**config.mk**
```make
export PLATFORM = sky130hd
export DESIGN_NAME = fall_detector_fsm_core
export DESIGN_NICKNAME = d
export VERILOG_FILES = /design/src/sv/fdf_pkg.sv /design/src/sv/fdf_regs.sv /design/src/sv/fdf_front.sv /design/src/sv/fdf_fifo.sv /design/src/sv/fdf_back.sv /design/src/sv/fall_detector_fsm_core.sv
export SDC_FILE = /design/constraint.sdc
export NUM_CORES = 2
export LEC_CHECK = 0
export BUFFER_PORTS_ARGS = -buffer_cell sky130_fd_sc_hd__buf_4
export CAP_MARGIN = 30
export CORE_MARGIN = 2
export CORE_UTILIZATION = 60
export CTS_CLUSTER_DIAMETER = 30
export DETAILED_ROUTE_END_ITERATION = 8
export GPL_ROUTABILITY_DRIVEN = 0
export PLACE_DENSITY_LB_ADDON = 0.12
export SKIP_CTS_REPAIR_TIMING = 1
export SYNTH_ARGS = -nofsm -noshare
export SYNTH_HDL_FRONTEND = slang
export SYNTH_HIERARCHICAL = 1
export SYNTH_SLANG_ARGS = --single-unit
export TNS_END_PERCENT = 100
```
**constraint.sdc**
```tcl
create_clock -name clk -period 9.4 [get_ports clk]
set_input_delay 0 -clock clk [delete_from_list [all_inputs] [get_ports clk]]
set_output_delay 0 -clock clk [all_outputs]
set_load 0.02 [all_outputs]
```
**src/sv/fdf_pkg.sv**
```systemverilog
// ----------------------------------------------------------------------------
// fdf_pkg
// Shared types and constants of the fall detector: register map, reset
// values, the classified sample that passes front to back, and the result.
// ----------------------------------------------------------------------------
package fdf_pkg;

    localparam int CFG_ADDR_W = 5;
    localparam int REG_IDX_W  = 3;

    localparam logic [REG_IDX_W-1:0] REG_FF_LIMIT  = 3'd0;
    localparam logic [REG_IDX_W-1:0] REG_IMP_LIMIT = 3'd1;
    localparam logic [REG_IDX_W-1:0] REG_STILL_LO  = 3'd2;
    localparam logic [REG_IDX_W-1:0] REG_STILL_HI  = 3'd3;
    localparam logic [REG_IDX_W-1:0] REG_FF_MIN    = 3'd4;
    localparam logic [REG_IDX_W-1:0] REG_IMP_WIN   = 3'd5;
    localparam logic [REG_IDX_W-1:0] REG_STILL_WIN = 3'd6;
    localparam logic [REG_IDX_W-1:0] REG_MOTION    = 3'd7;

    localparam logic [31:0] RST_FF_LIMIT  = 32'd1509949;
    localparam logic [31:0] RST_IMP_LIMIT = 32'd16777216;
    localparam logic [31:0] RST_STILL_LO  = 32'd2055209;
    localparam logic [31:0] RST_STILL_HI  = 32'd7088374;
    localparam logic [7:0]  RST_FF_MIN    = 8'd3;
    localparam logic [15:0] RST_IMP_WIN   = 16'd50;
    localparam logic [15:0] RST_STILL_WIN = 16'd100;
    localparam logic [7:0]  RST_MOTION    = 8'd15;

    localparam logic OP_SAMPLE = 1'b0;
    localparam logic OP_CLEAR  = 1'b1;

    typedef struct packed {
        logic [31:0] ff_limit;
        logic [31:0] imp_limit;
        logic [31:0] still_lo;
        logic [31:0] still_hi;
        logic [7:0]  ff_min;
        logic [15:0] imp_win;
        logic [15:0] still_win;
        logic [7:0]  motion_tol;
    } fdf_cfg_t;

    typedef struct packed {
        logic is_clear;
        logic is_low;
        logic is_impact;
        logic is_band;
    } fdf_class_t;

    typedef struct packed {
        logic       detected;
        logic [1:0] phase;
    } fdf_result_t;

endpackage

```
**src/sv/fdf_regs.sv**
```systemverilog
// ----------------------------------------------------------------------------
// fdf_regs
// APB-style configuration registers: thresholds, counts and windows.
// ----------------------------------------------------------------------------
module fdf_regs (
    input  logic                           clk,
    input  logic                           rst_n,
    input  logic                           psel,
    input  logic                           penable,
    input  logic                           pwrite,
    input  logic [fdf_pkg::CFG_ADDR_W-1:0] paddr,
    input  logic [31:0]                    pwdata,
    output logic [31:0]                    prdata,
    output logic                           pready,
    output fdf_pkg::fdf_cfg_t              cfg
);
    import fdf_pkg::*;

    fdf_cfg_t              cfg_reg;
    fdf_cfg_t              cfg_next;
    logic [REG_IDX_W-1:0]  idx;
    logic                  wr_en;

    assign idx    = paddr[CFG_ADDR_W-1:2];
    assign wr_en  = psel && penable && pwrite;
    assign pready = 1'b1;
    assign cfg    = cfg_reg;

    always_comb
    begin
        cfg_next = cfg_reg;
        if (wr_en)
        begin
            case (idx)
                REG_FF_LIMIT:  cfg_next.ff_limit   = pwdata;
                REG_IMP_LIMIT: cfg_next.imp_limit  = pwdata;
                REG_STILL_LO:  cfg_next.still_lo   = pwdata;
                REG_STILL_HI:  cfg_next.still_hi   = pwdata;
                REG_FF_MIN:    cfg_next.ff_min     = pwdata[7:0];
                REG_IMP_WIN:   cfg_next.imp_win    = pwdata[15:0];
                REG_STILL_WIN: cfg_next.still_win  = pwdata[15:0];
                REG_MOTION:    cfg_next.motion_tol = pwdata[7:0];
                default:       cfg_next = cfg_reg;
            endcase
        end
    end

    always_comb
    begin
        case (idx)
            REG_FF_LIMIT:  prdata = cfg_reg.ff_limit;
            REG_IMP_LIMIT: prdata = cfg_reg.imp_limit;
            REG_STILL_LO:  prdata = cfg_reg.still_lo;
            REG_STILL_HI:  prdata = cfg_reg.still_hi;
            REG_FF_MIN:    prdata = {24'd0, cfg_reg.ff_min};
            REG_IMP_WIN:   prdata = {16'd0, cfg_reg.imp_win};
            REG_STILL_WIN: prdata = {16'd0, cfg_reg.still_win};
            REG_MOTION:    prdata = {24'd0, cfg_reg.motion_tol};
            default:       prdata = 32'd0;
        endcase
    end

    always_ff @(posedge clk or negedge rst_n)
    begin
        if (!rst_n)
        begin
            cfg_reg.ff_limit   <= RST_FF_LIMIT;
            cfg_reg.imp_limit  <= RST_IMP_LIMIT;
            cfg_reg.still_lo   <= RST_STILL_LO;
            cfg_reg.still_hi   <= RST_STILL_HI;
            cfg_reg.ff_min     <= RST_FF_MIN;
            cfg_reg.imp_win    <= RST_IMP_WIN;
            cfg_reg.still_win  <= RST_STILL_WIN;
            cfg_reg.motion_tol <= RST_MOTION;
        end
        else
        begin
            cfg_reg <= cfg_next;
        end
    end

endmodule

```
**src/sv/fdf_front.sv**
```systemverilog
// ----------------------------------------------------------------------------
// fdf_front
// Sample classifier: abs, squares, magnitude sum and threshold compares,
// three register stages. Never stalls; admission is credit based upstream.
// ----------------------------------------------------------------------------
module fdf_front #(
    parameter int SAMPLE_WIDTH = 16
) (
    input  logic                           clk,
    input  logic                           rst_n,
    input  logic                           in_valid,
    input  logic                           op,
    input  logic signed [SAMPLE_WIDTH-1:0] accel_x,
    input  logic signed [SAMPLE_WIDTH-1:0] accel_y,
    input  logic signed [SAMPLE_WIDTH-1:0] accel_z,
    input  fdf_pkg::fdf_cfg_t              cfg,
    output logic                           cls_valid,
    output fdf_pkg::fdf_class_t            cls,
    output logic [1:0]                     inflight
);
    import fdf_pkg::*;

    localparam int W     = SAMPLE_WIDTH;
    localparam int SQ_W  = 2 * W;
    localparam int MAG_W = SQ_W + 2;
    localparam int CMP_W = (MAG_W > 32) ? MAG_W : 32;

    logic [W-1:0]     abs_x, abs_y, abs_z;
    logic             v1_reg, v2_reg, v3_reg;
    logic             op1_reg, op2_reg;
    logic [W-1:0]     ax1_reg, ay1_reg, az1_reg;
    logic [SQ_W-1:0]  sx2_reg, sy2_reg, sz2_reg;
    logic [MAG_W-1:0] mag;
    logic [CMP_W-1:0] mag_c;
    fdf_class_t       cls_next;
    fdf_class_t       cls3_reg;

    always_comb
    begin
        abs_x = accel_x[W-1] ? W'(~$unsigned(accel_x) + 1'b1) : $unsigned(accel_x);
        abs_y = accel_y[W-1] ? W'(~$unsigned(accel_y) + 1'b1) : $unsigned(accel_y);
        abs_z = accel_z[W-1] ? W'(~$unsigned(accel_z) + 1'b1) : $unsigned(accel_z);
    end

    always_comb
    begin
        mag   = MAG_W'(sx2_reg) + MAG_W'(sy2_reg) + MAG_W'(sz2_reg);
        mag_c = CMP_W'(mag);
        cls_next.is_clear  = (op2_reg == OP_CLEAR);
        cls_next.is_low    = mag_c < CMP_W'(cfg.ff_limit);
        cls_next.is_impact = mag_c > CMP_W'(cfg.imp_limit);
        cls_next.is_band   = (mag_c >= CMP_W'(cfg.still_lo)) &&
                             (mag_c <= CMP_W'(cfg.still_hi));
    end

    always_ff @(posedge clk or negedge rst_n)
    begin
        if (!rst_n)
        begin
            v1_reg <= 1'b0;
            v2_reg <= 1'b0;
            v3_reg <= 1'b0;
        end
        else
        begin
            v1_reg <= in_valid;
            v2_reg <= v1_reg;
            v3_reg <= v2_reg;
        end
    end

    always_ff @(posedge clk)
    begin
        op1_reg  <= op;
        ax1_reg  <= abs_x;
        ay1_reg  <= abs_y;
        az1_reg  <= abs_z;
        op2_reg  <= op1_reg;
        sx2_reg  <= SQ_W'(ax1_reg) * SQ_W'(ax1_reg);
        sy2_reg  <= SQ_W'(ay1_reg) * SQ_W'(ay1_reg);
        sz2_reg  <= SQ_W'(az1_reg) * SQ_W'(az1_reg);
        cls3_reg <= cls_next;
    end

    assign cls_valid = v3_reg;
    assign cls       = cls3_reg;
    assign inflight  = {1'b0, v1_reg} + {1'b0, v2_reg} + {1'b0, v3_reg};

endmodule

```
**src/sv/fdf_fifo.sv**
```systemverilog
// ----------------------------------------------------------------------------
// fdf_fifo
// Small first-word-fall-through queue, power-of-two depth, with fill count.
// ----------------------------------------------------------------------------
module fdf_fifo #(
    parameter int WIDTH = 4,
    parameter int DEPTH = 8
) (
    input  logic                       clk,
    input  logic                       rst_n,
    input  logic                       push,
    input  logic [WIDTH-1:0]           wdata,
    input  logic                       pop,
    output logic [WIDTH-1:0]           rdata,
    output logic [$clog2(DEPTH+1)-1:0] count
);
    localparam int PW = (DEPTH > 1) ? $clog2(DEPTH) : 1;
    localparam int CW = $clog2(DEPTH + 1);

    logic [WIDTH-1:0] slot_reg [DEPTH];
    logic [PW-1:0]    wr_ptr_reg, rd_ptr_reg;
    logic [CW-1:0]    count_reg, count_next;

    always_comb
    begin
        count_next = count_reg;
        if (push && !pop)
        begin
            count_next = count_reg + 1'b1;
        end
        else if (pop && !push)
        begin
            count_next = count_reg - 1'b1;
        end
    end

    always_ff @(posedge clk or negedge rst_n)
    begin
        if (!rst_n)
        begin
            wr_ptr_reg <= '0;
            rd_ptr_reg <= '0;
            count_reg  <= '0;
        end
        else
        begin
            if (push)
            begin
                wr_ptr_reg <= wr_ptr_reg + 1'b1;
            end
            if (pop)
            begin
                rd_ptr_reg <= rd_ptr_reg + 1'b1;
            end
            count_reg <= count_next;
        end
    end

    always_ff @(posedge clk)
    begin
        if (push)
        begin
            slot_reg[wr_ptr_reg] <= wdata;
        end
    end

    assign rdata = slot_reg[rd_ptr_reg];
    assign count = count_reg;

endmodule

```
**src/sv/fdf_back.sv**
```systemverilog
// ----------------------------------------------------------------------------
// fdf_back
// Detector state machine: normal, free-fall, impact, confirmed, with
// saturating run, window and motion-streak counters; one beat per go cycle.
// ----------------------------------------------------------------------------
module fdf_back (
    input  logic                 clk,
    input  logic                 rst_n,
    input  logic                 go,
    input  fdf_pkg::fdf_class_t  cls,
    input  fdf_pkg::fdf_cfg_t    cfg,
    output fdf_pkg::fdf_result_t res
);
    import fdf_pkg::*;

    typedef enum logic [1:0] {
        PH_NORMAL    = 2'd0,
        PH_FREEFALL  = 2'd1,
        PH_IMPACT    = 2'd2,
        PH_CONFIRMED = 2'd3
    } phase_t;

    localparam logic [7:0]  CNT8_MAX  = 8'hFF;
    localparam logic [16:0] CNT17_MAX = 17'h1FFFF;

    phase_t      phase_reg, phase_next;
    logic [7:0]  low_run_reg, low_run_next;
    logic [16:0] window_reg, window_next;
    logic [7:0]  streak_reg, streak_next;
    logic [7:0]  low_run_inc, streak_inc;
    logic [16:0] window_inc;
    logic        detected;

    always_comb
    begin
        low_run_inc = (low_run_reg == CNT8_MAX) ? low_run_reg : low_run_reg + 1'b1;
        streak_inc  = (streak_reg == CNT8_MAX) ? streak_reg : streak_reg + 1'b1;
        window_inc  = (window_reg == CNT17_MAX) ? window_reg : window_reg + 1'b1;

        phase_next   = phase_reg;
        low_run_next = low_run_reg;
        window_next  = window_reg;
        streak_next  = streak_reg;
        detected     = 1'b0;

        if (cls.is_clear)
        begin
            phase_next   = PH_NORMAL;
            low_run_next = '0;
            window_next  = '0;
            streak_next  = '0;
        end
        else
        begin
            case (phase_reg)
                PH_NORMAL:
                begin
                    if (cls.is_low)
                    begin
                        low_run_next = low_run_inc;
                        if (low_run_inc >= cfg.ff_min)
                        begin
                            phase_next  = PH_FREEFALL;
                            window_next = '0;
                        end
                    end
                    else
                    begin
                        low_run_next = '0;
                    end
                end
                PH_FREEFALL:
                begin
                    window_next = window_inc;
                    if (cls.is_impact)
                    begin
                        phase_next  = PH_IMPACT;
                        window_next = '0;
                        streak_next = '0;
                    end
                    else if (window_inc > {1'b0, cfg.imp_win})
                    begin
                        phase_next   = PH_NORMAL;
                        low_run_next = '0;
                    end
                end
                PH_IMPACT:
                begin
                    window_next = window_inc;
                    if (cls.is_band)
                    begin
                        streak_next = '0;
                        if (window_inc >= {1'b0, cfg.still_win})
                        begin
                            phase_next = PH_CONFIRMED;
                            detected   = 1'b1;
                        end
                    end
                    else
                    begin
                        streak_next = streak_inc;
                        if (streak_inc >= cfg.motion_tol)
                        begin
                            phase_next   = PH_NORMAL;
                            low_run_next = '0;
                            streak_next  = '0;
                        end
                    end
                end
                default:
                begin
                    phase_next = phase_reg;
                end
            endcase
        end

        res.detected = detected;
        res.phase    = phase_next;
    end

    always_ff @(posedge clk or negedge rst_n)
    begin
        if (!rst_n)
        begin
            phase_reg   <= PH_NORMAL;
            low_run_reg <= '0;
            window_reg  <= '0;
            streak_reg  <= '0;
        end
        else if (go)
        begin
            phase_reg   <= phase_next;
            low_run_reg <= low_run_next;
            window_reg  <= window_next;
            streak_reg  <= streak_next;
        end
    end

`ifndef NO_ASSERTIONS
    a_detect_confirms: assert property (@(posedge clk) disable iff (!rst_n)
        (go && res.detected) |-> (res.phase == PH_CONFIRMED))
        else $error("detection without confirmed phase");
`endif

endmodule

```
**src/sv/fall_detector_fsm_core.sv**
```systemverilog
// ----------------------------------------------------------------------------
// fall_detector_fsm_core
// Path: an accepted beat runs through three classifier stages and the class
// queue; one state-machine step queues its result. Throughput: one beat per
// cycle unless the class queue is empty or the result queue is full.
// Reset: asynchronous, clears queues, state and counters; registers reload.
// ----------------------------------------------------------------------------
module fall_detector_fsm_core #(
    parameter int SAMPLE_WIDTH = 16,
    parameter int CQ_DEPTH     = 8,
    parameter int RQ_DEPTH     = 2
) (
    input  logic                           clk,
    input  logic                           rst_n,
    input  logic                           push,
    output logic                           full,
    input  logic                           op,
    input  logic signed [SAMPLE_WIDTH-1:0] accel_x,
    input  logic signed [SAMPLE_WIDTH-1:0] accel_y,
    input  logic signed [SAMPLE_WIDTH-1:0] accel_z,
    output logic                           empty,
    input  logic                           pop,
    output logic                           fall_detected,
    output logic [1:0]                     phase,
    input  logic                           psel,
    input  logic                           penable,
    input  logic                           pwrite,
    input  logic [fdf_pkg::CFG_ADDR_W-1:0] paddr,
    input  logic [31:0]                    pwdata,
    output logic [31:0]                    prdata,
    output logic                           pready
);
    import fdf_pkg::*;

    localparam int CQ_CW = $clog2(CQ_DEPTH + 1);
    localparam int RQ_CW = $clog2(RQ_DEPTH + 1);

    fdf_cfg_t          cfg;
    logic              in_ok;
    logic              cls_valid;
    fdf_class_t        cls;
    fdf_class_t        cq_head;
    logic [1:0]        inflight;
    logic [CQ_CW-1:0]  cq_count;
    logic [RQ_CW-1:0]  rq_count;
    logic [CQ_CW:0]    credit_used;
    logic              cq_empty;
    logic              rq_full;
    logic              back_go;
    logic              rq_pop;
    fdf_result_t       back_res;
    fdf_result_t       rq_head;

    assign credit_used = (CQ_CW + 1)'(cq_count) + (CQ_CW + 1)'(inflight);
    assign full        = credit_used >= (CQ_CW + 1)'(CQ_DEPTH);
    assign in_ok       = push && !full;
    assign cq_empty    = (cq_count == '0);
    assign rq_full     = (rq_count == RQ_CW'(RQ_DEPTH));
    assign empty       = (rq_count == '0);
    assign rq_pop      = pop && !empty;
    assign back_go     = !cq_empty && !rq_full;

    assign fall_detected = rq_head.detected;
    assign phase         = rq_head.phase;

    fdf_regs u_regs (
        .clk     (clk),
        .rst_n   (rst_n),
        .psel    (psel),
        .penable (penable),
        .pwrite  (pwrite),
        .paddr   (paddr),
        .pwdata  (pwdata),
        .prdata  (prdata),
        .pready  (pready),
        .cfg     (cfg)
    );

    fdf_front #(
        .SAMPLE_WIDTH (SAMPLE_WIDTH)
    ) u_front (
        .clk       (clk),
        .rst_n     (rst_n),
        .in_valid  (in_ok),
        .op        (op),
        .accel_x   (accel_x),
        .accel_y   (accel_y),
        .accel_z   (accel_z),
        .cfg       (cfg),
        .cls_valid (cls_valid),
        .cls       (cls),
        .inflight  (inflight)
    );

    fdf_fifo #(
        .WIDTH ($bits(fdf_class_t)),
        .DEPTH (CQ_DEPTH)
    ) u_cls_q (
        .clk   (clk),
        .rst_n (rst_n),
        .push  (cls_valid),
        .wdata (cls),
        .pop   (back_go),
        .rdata (cq_head),
        .count (cq_count)
    );

    fdf_back u_back (
        .clk   (clk),
        .rst_n (rst_n),
        .go    (back_go),
        .cls   (cq_head),
        .cfg   (cfg),
        .res   (back_res)
    );

    fdf_fifo #(
        .WIDTH ($bits(fdf_result_t)),
        .DEPTH (RQ_DEPTH)
    ) u_res_q (
        .clk   (clk),
        .rst_n (rst_n),
        .push  (back_go),
        .wdata (back_res),
        .pop   (rq_pop),
        .rdata (rq_head),
        .count (rq_count)
    );

`ifndef NO_ASSERTIONS
    a_cq_no_overflow: assert property (@(posedge clk) disable iff (!rst_n)
        !(cls_valid && (cq_count == CQ_CW'(CQ_DEPTH)) && !back_go))
        else $error("class queue overflow");

    a_rq_no_overflow: assert property (@(posedge clk) disable iff (!rst_n)
        !(back_go && rq_full && !rq_pop))
        else $error("result queue overflow");

    a_result_visible: assert property (@(posedge clk) disable iff (!rst_n)
        (back_go && !rq_pop) |=> !empty)
        else $error("pushed result not visible");
`endif

endmodule
```
* Word level (Yosys, flattened, before mapping)
Memories as Yosys holds them, arrays and structs flattened.
Index checks and enable logic that the tools add are counted.
Widths: inputs -> output; s select.
** Operators by class
- Mux-type cells :: 45
- Add/subtract/negate cells :: 19
- Magnitude comparators :: 9
- Divide/modulo/power cells :: 0
- Equal/unequal tests :: 20
- Bitwise operators :: 3
- Shift operators :: 0
- Reductions and logical operators :: 36
- Multipliers :: 3
** Operators by type and width (count)
- $pmux 32 s8 :: 1
- $mul 16x16->32 :: 3
- $mux 8 :: 12
- $mux 17 :: 5
- $pmux 17 s3 :: 1
- $add 16x1->16 const B :: 3
- $not 16->16 :: 3
- $mux 15 :: 3
- $add 34x32->34 :: 1
- $ge 34x32->1 :: 1
- $gt 34x32->1 :: 1
- $le 34x32->1 :: 1
- $lt 34x32->1 :: 1
- $add 32x32->33 :: 1
- $pmux 8 s3 :: 1
- $mux 2 :: 10
- $add 17x1->17 const B :: 1
- $eq 17x17->1 const B :: 1
- $ge 17x16->1 :: 1
- $gt 17x16->1 :: 1
- $add 8x1->8 const B :: 2
- $eq 8x8->1 const B :: 2
- $ge 8x8->1 :: 2
- $pmux 8 s2 :: 1
- other kinds (32) :: 76
** Storage, ports and cells
- Output and inout bits :: 38
- Latch bits :: 0
- RAM bits :: 38
- Memories :: 2
- Input bits :: 93
- Word-level logic and storage cells :: 173
- Flip-flop bits (word level) :: 378
- ROM bits :: 0
** Memories
- u_cls_q.slot_reg :: depth 8, width 4, rd ports 1, clocked after memory_dff 0, write ports 1, RTL line fdf_fifo.sv:20 : logic [WIDTH-1:0] slot_reg [DEPTH];
- u_res_q.slot_reg :: depth 2, width 3, rd ports 1, clocked after memory_dff 0, write ports 1, RTL line fdf_fifo.sv:20

* Longest topological paths before layout
- Depth after elaboration :: 7
- Gate-level depth with buffers :: 25

* Modules after synthesis
Netlist, hierarchy kept.
** By module, submodules not included
- fdf_front :: sequential area each 3017.9 µm², cells each 3453, area an instance 30958.4 µm², times used 1
- fdf_regs :: sequential area each 4464.3 µm², cells each 543, area an instance 8015.2 µm², times used 1
- fdf_back :: sequential area each 875.8 µm², cells each 455, area an instance 3681.0 µm², times used 1
- fdf_fifo (u_cls_q) :: sequential area each 1211.2 µm², cells each 104, area an instance 1823.0 µm², times used 1
- fdf_fifo (u_res_q) :: sequential area each 280.3 µm², cells each 23, area an instance 390.4 µm², times used 1
- fall_detector_fsm_core :: sequential area each 0.0 µm², cells each 16, area an instance 116.4 µm², times used 1

* Worst setup path before layout
No wires, ideal clock.
- Kind :: register to register
- Start point :: register u_front.az1_reg[1]
- End point :: register u_front.sz2_reg[30]
- Setup slack :: 3.365 ns
- Data arrival time :: 5.977 ns
- Library setup time :: 0.058 ns
- Buffers on the path :: 2
- Stages on the path, launching flop included :: 24
- Cells stage by stage :: dfxtp_1 > clkbuf_1 > clkbuf_1 > and2_1 > fa_1 > inv_1 > fa_1 > inv_1 > fa_1 > inv_1 > fa_1 > inv_1 > fa_1 > fa_1 > ha_1 > and3_4 > and3_4 > a2111oi_4 > nor2_2 > a221oi_2 > o221a_2 > o21ai_2 > nor4b_2 > a211o_1
** On the way
- Word-level cells in the longest chain between the ends :: 1
** Ends and longest elaborated chain
- from (decl) :: RTL line fdf_front.sv:31 : logic [W-1:0] ax1_reg, ay1_reg, az1_reg;
- from (signal assigned) :: RTL line fdf_front.sv:77 : az1_reg <= abs_z;
- $mul 16x16->32 :: RTL line fdf_front.sv:81 : sz2_reg <= SQ_W'(az1_reg) * SQ_W'(az1_reg);
- to (signal assigned) :: RTL line fdf_front.sv:81
- to (decl) :: RTL line fdf_front.sv:32 : logic [SQ_W-1:0] sx2_reg, sy2_reg, sz2_reg;
No other way between the ends.
A chain may end at the register's enable or synchronous reset.

* Worst setup path in the final report
- Start point :: register u_front.az1_reg[8]
- End point :: register u_front.sz2_reg[30]
Same word-level chain as after synthesis.

==> reports/qor.yml <==
floorplan:
  die_area_sq_um: 77200
  core_sq_um: 74300
  dieWidth_microns: 278
  io_pins: 131
  fp.dieH_microns: 278
  row_count: 100
  start_util: 0.605
sta:
  setup_viol: 0
  min_period_ns: 6.73
  fin_worst_skew_ns: 0.0527
  fin_crit_sh: 0.716
  fmax_mhz: 149
  relSlewSlack: 0.338
  finalSetupTns_ns: 0
  drv_slew: 0
  setup_slack_ns: 2.67
  hold_viol: 0
  worstMarginPinSlew_ns: 0.991
  rsz0062_at_grt: "no"
synth:
  yosysTopAreaCellShare: 0.232
  synth_area_leaders: "fa_1 (23%), ha_1 (15%), dfrtp_1 (10%), inv_1 (8.3%), dfxtp_1 (6.5%)"
  ys_async_sr_fraction: 0.552
  synth-seq-area-share: 0.219
  yosys-top-cells-count: "inv_1 (992), ha_1 (528), fa_1 (521)"
  synth.distinct_cells: 101
  yosysMostFrequentCell: "inv_1"
  synth_edf_count: 38
  synth_cells: 4594
  synth_area_sq_um: 45000
  yosysTopAreaCell: "fa_1"
  avgSynthCellArea_sq_um: 9.79
  synth-seq-cells: 413
  synthFlopType: "dfrtp_1"
  synth_warnings: 6
setup_path:
  critical_path.cell_chain: "and2_1 > inv_1 > fa_1 > inv_1 > fa_1 > inv_1 > fa_1 > inv_1 > fa_1 > fa_1 > inv_1 > fa_1 > inv_1 > ha_1 > a21oi_1 > o21ai_0 > a2111oi_4 > nor2_2 > a221oi_2 > o221a_2 > o21ai_2 > nor4b_2 > a211o_1"
  criticalPathCategory: "flop to flop"
  r2r_end: "u_front/sz2_reg[30]"
  start_kind: "flop"
  r2r-start: "u_front/az1_reg[8]"
  slowest_stage: "dfxtp_1"
  max_stage_delay_ns: 0.81
  ff2ff_path_depth: 23
  arrival_ns: 7.29
  cp.required_ns: 9.96
  path_max_fanout: 16
  end_kind: "flop"
  r2r_setup_slack_ns: 2.67
placement:
  dp_slack_ns: 2.69
  port_buffers: 127
  dp_hpwl_microns: 80300
clocking:
  clkTransAtPathRegs_ns: 0.05
  htreeDepth: 3
  cts_tree: "yes"
  cts.sinks: 413
  clk-insertion-delay-late_ns: 0.66
  clock-root-buffer: "clkbuf_16"
  cts_max_path_buffers: 3
  cts_made_buffers: 94
detailed_routing:
  num_vias: 32700
  drt_pass1_iterations: 5
  antenna_left: 0
  drc: 0
  finalWirelength_microns: 105000
  drtIter0Drc: 1692
  post_drt_wl_per_cell_microns: 17.8
  viasPerCell: 5.55
grt:
  grtUsageTotal: 0.272
  grt_antenna_before_repair: 0
  grt_pass1_wl_microns: 169000
  grt_pass1_vias: 33500
  gr-total-overflow: 0
  grt_max_degree: 90
cells_and_area:
  largest_reg_flops: 176
  area_growth_pct: 14.7
  nets: 5989
  num_antenna_cells: 0
  drive_gt1_frac: 0.120
flow_run:
  maxCapViolCount: 0
outcome:
  outcome: "finished clean"
worst_hold_path:
  hold_end: "u_regs/cfg[41]"
  hold_path_depth: 4
  min-delay-start: "psel"
  worst_hold_path_type: "input port to flop"
[stage by stage]
step	hold WS, ns	area (sq um)	utilization	std cells
4_1_cts	-0.627	50300	0.676	5765
5_1_grt	0.00797	51600	0.694	5896
2_1_floorplan	-0.296	45000	-	4595
6_report	0.00217	51600	0.694	5896
3_3_place_gp	0.0619	46800	0.629	5587
3_5_place_dp	0.0598	46800	0.630	5589
[area by class of cell]
| cell class | count | area, sq um |
|---|---|---|
| inverters | 992 | 3720 |
| clock inverters | 71 | 998 |
| clock buffers | 105 | 2480 |
| fillers | 5807 | 22700 |
| multi-input cells | 3079 | 31000 |
| repair buffers | 267 | 2370 |
| flip-flops and latches | 413 | 9850 |
| well taps | 969 | 1210 |
[worst max-delay path by stage]
stage	start	end	slack (ns)
floorplan	u_front/az1_reg[1]	u_front/sz2_reg[30]	3.37
global placement	u_front/ax1_reg[13]	u_front/sx2_reg[30]	2.79
detailed placement	u_front/ay1_reg[12]	u_front/sy2_reg[29]	2.69
CTS	u_front/az1_reg[6]	u_front/sz2_reg[30]	2.67
global route	u_front/ax1_reg[13]	u_front/sx2_reg[30]	2.30
finish	u_front/az1_reg[8]	u_front/sz2_reg[30]	2.67
[routing by layer]
layer,routed length [microns],part of all wire,up-vias,track usage
met5,0,0,-,0
met4,3200,0.031,0,0.0895
met3,3970,0.038,163,0.0291
met2,53000,0.51,711,0.475
met1,44600,0.43,16300,0.354
li1,-,-,15500,-
[logic make-up (layout without fill, tap and decap cells)]
group | after synthesis | after routing | synth area share
flip-flops | 413 | 413 | 0.219
XOR/XNOR | 198 | 198 | 0.0387
other | 2 | 3 | 0.000167
AND/OR/NAND/NOR | 913 | 913 | 0.0999
multiplexers | 246 | 246 | 0.0675
AO/OA/AOI/OAI | 670 | 670 | 0.103
adder cells (fa/ha/maj) | 1049 | 1049 | 0.379
buffers and inverters | 1103 | 1435 | 0.0933
[placed cells by master, fill, tap and decap left out, types with 142 or more instances in the layout]
cell type  count
nand2_1      335
dfxtp_1      147
a21oi_1      166
mux2_2       158
xnor2_1      142
nor2_1       156
fa_1         521
ha_1         528
dfrtp_1      180
inv_1        992
[critical path: cells and delay by family (launching register included)]
| family | cells | cell delay, ns |
|---|---|---|
| AO/OA/AOI/OAI | 7 | 1.63 |
| buffers and inverters | 6 | 0.33 |
| flip-flops | 1 | 0.81 |
| AND/OR/NAND/NOR | 3 | 0.66 |
| adder cells (fa/ha/maj) | 7 | 3.20 |
Power is left out: the tool's default activity adds up to more than one toggle a clock period on the data nets, which glitch-free logic cannot reach.
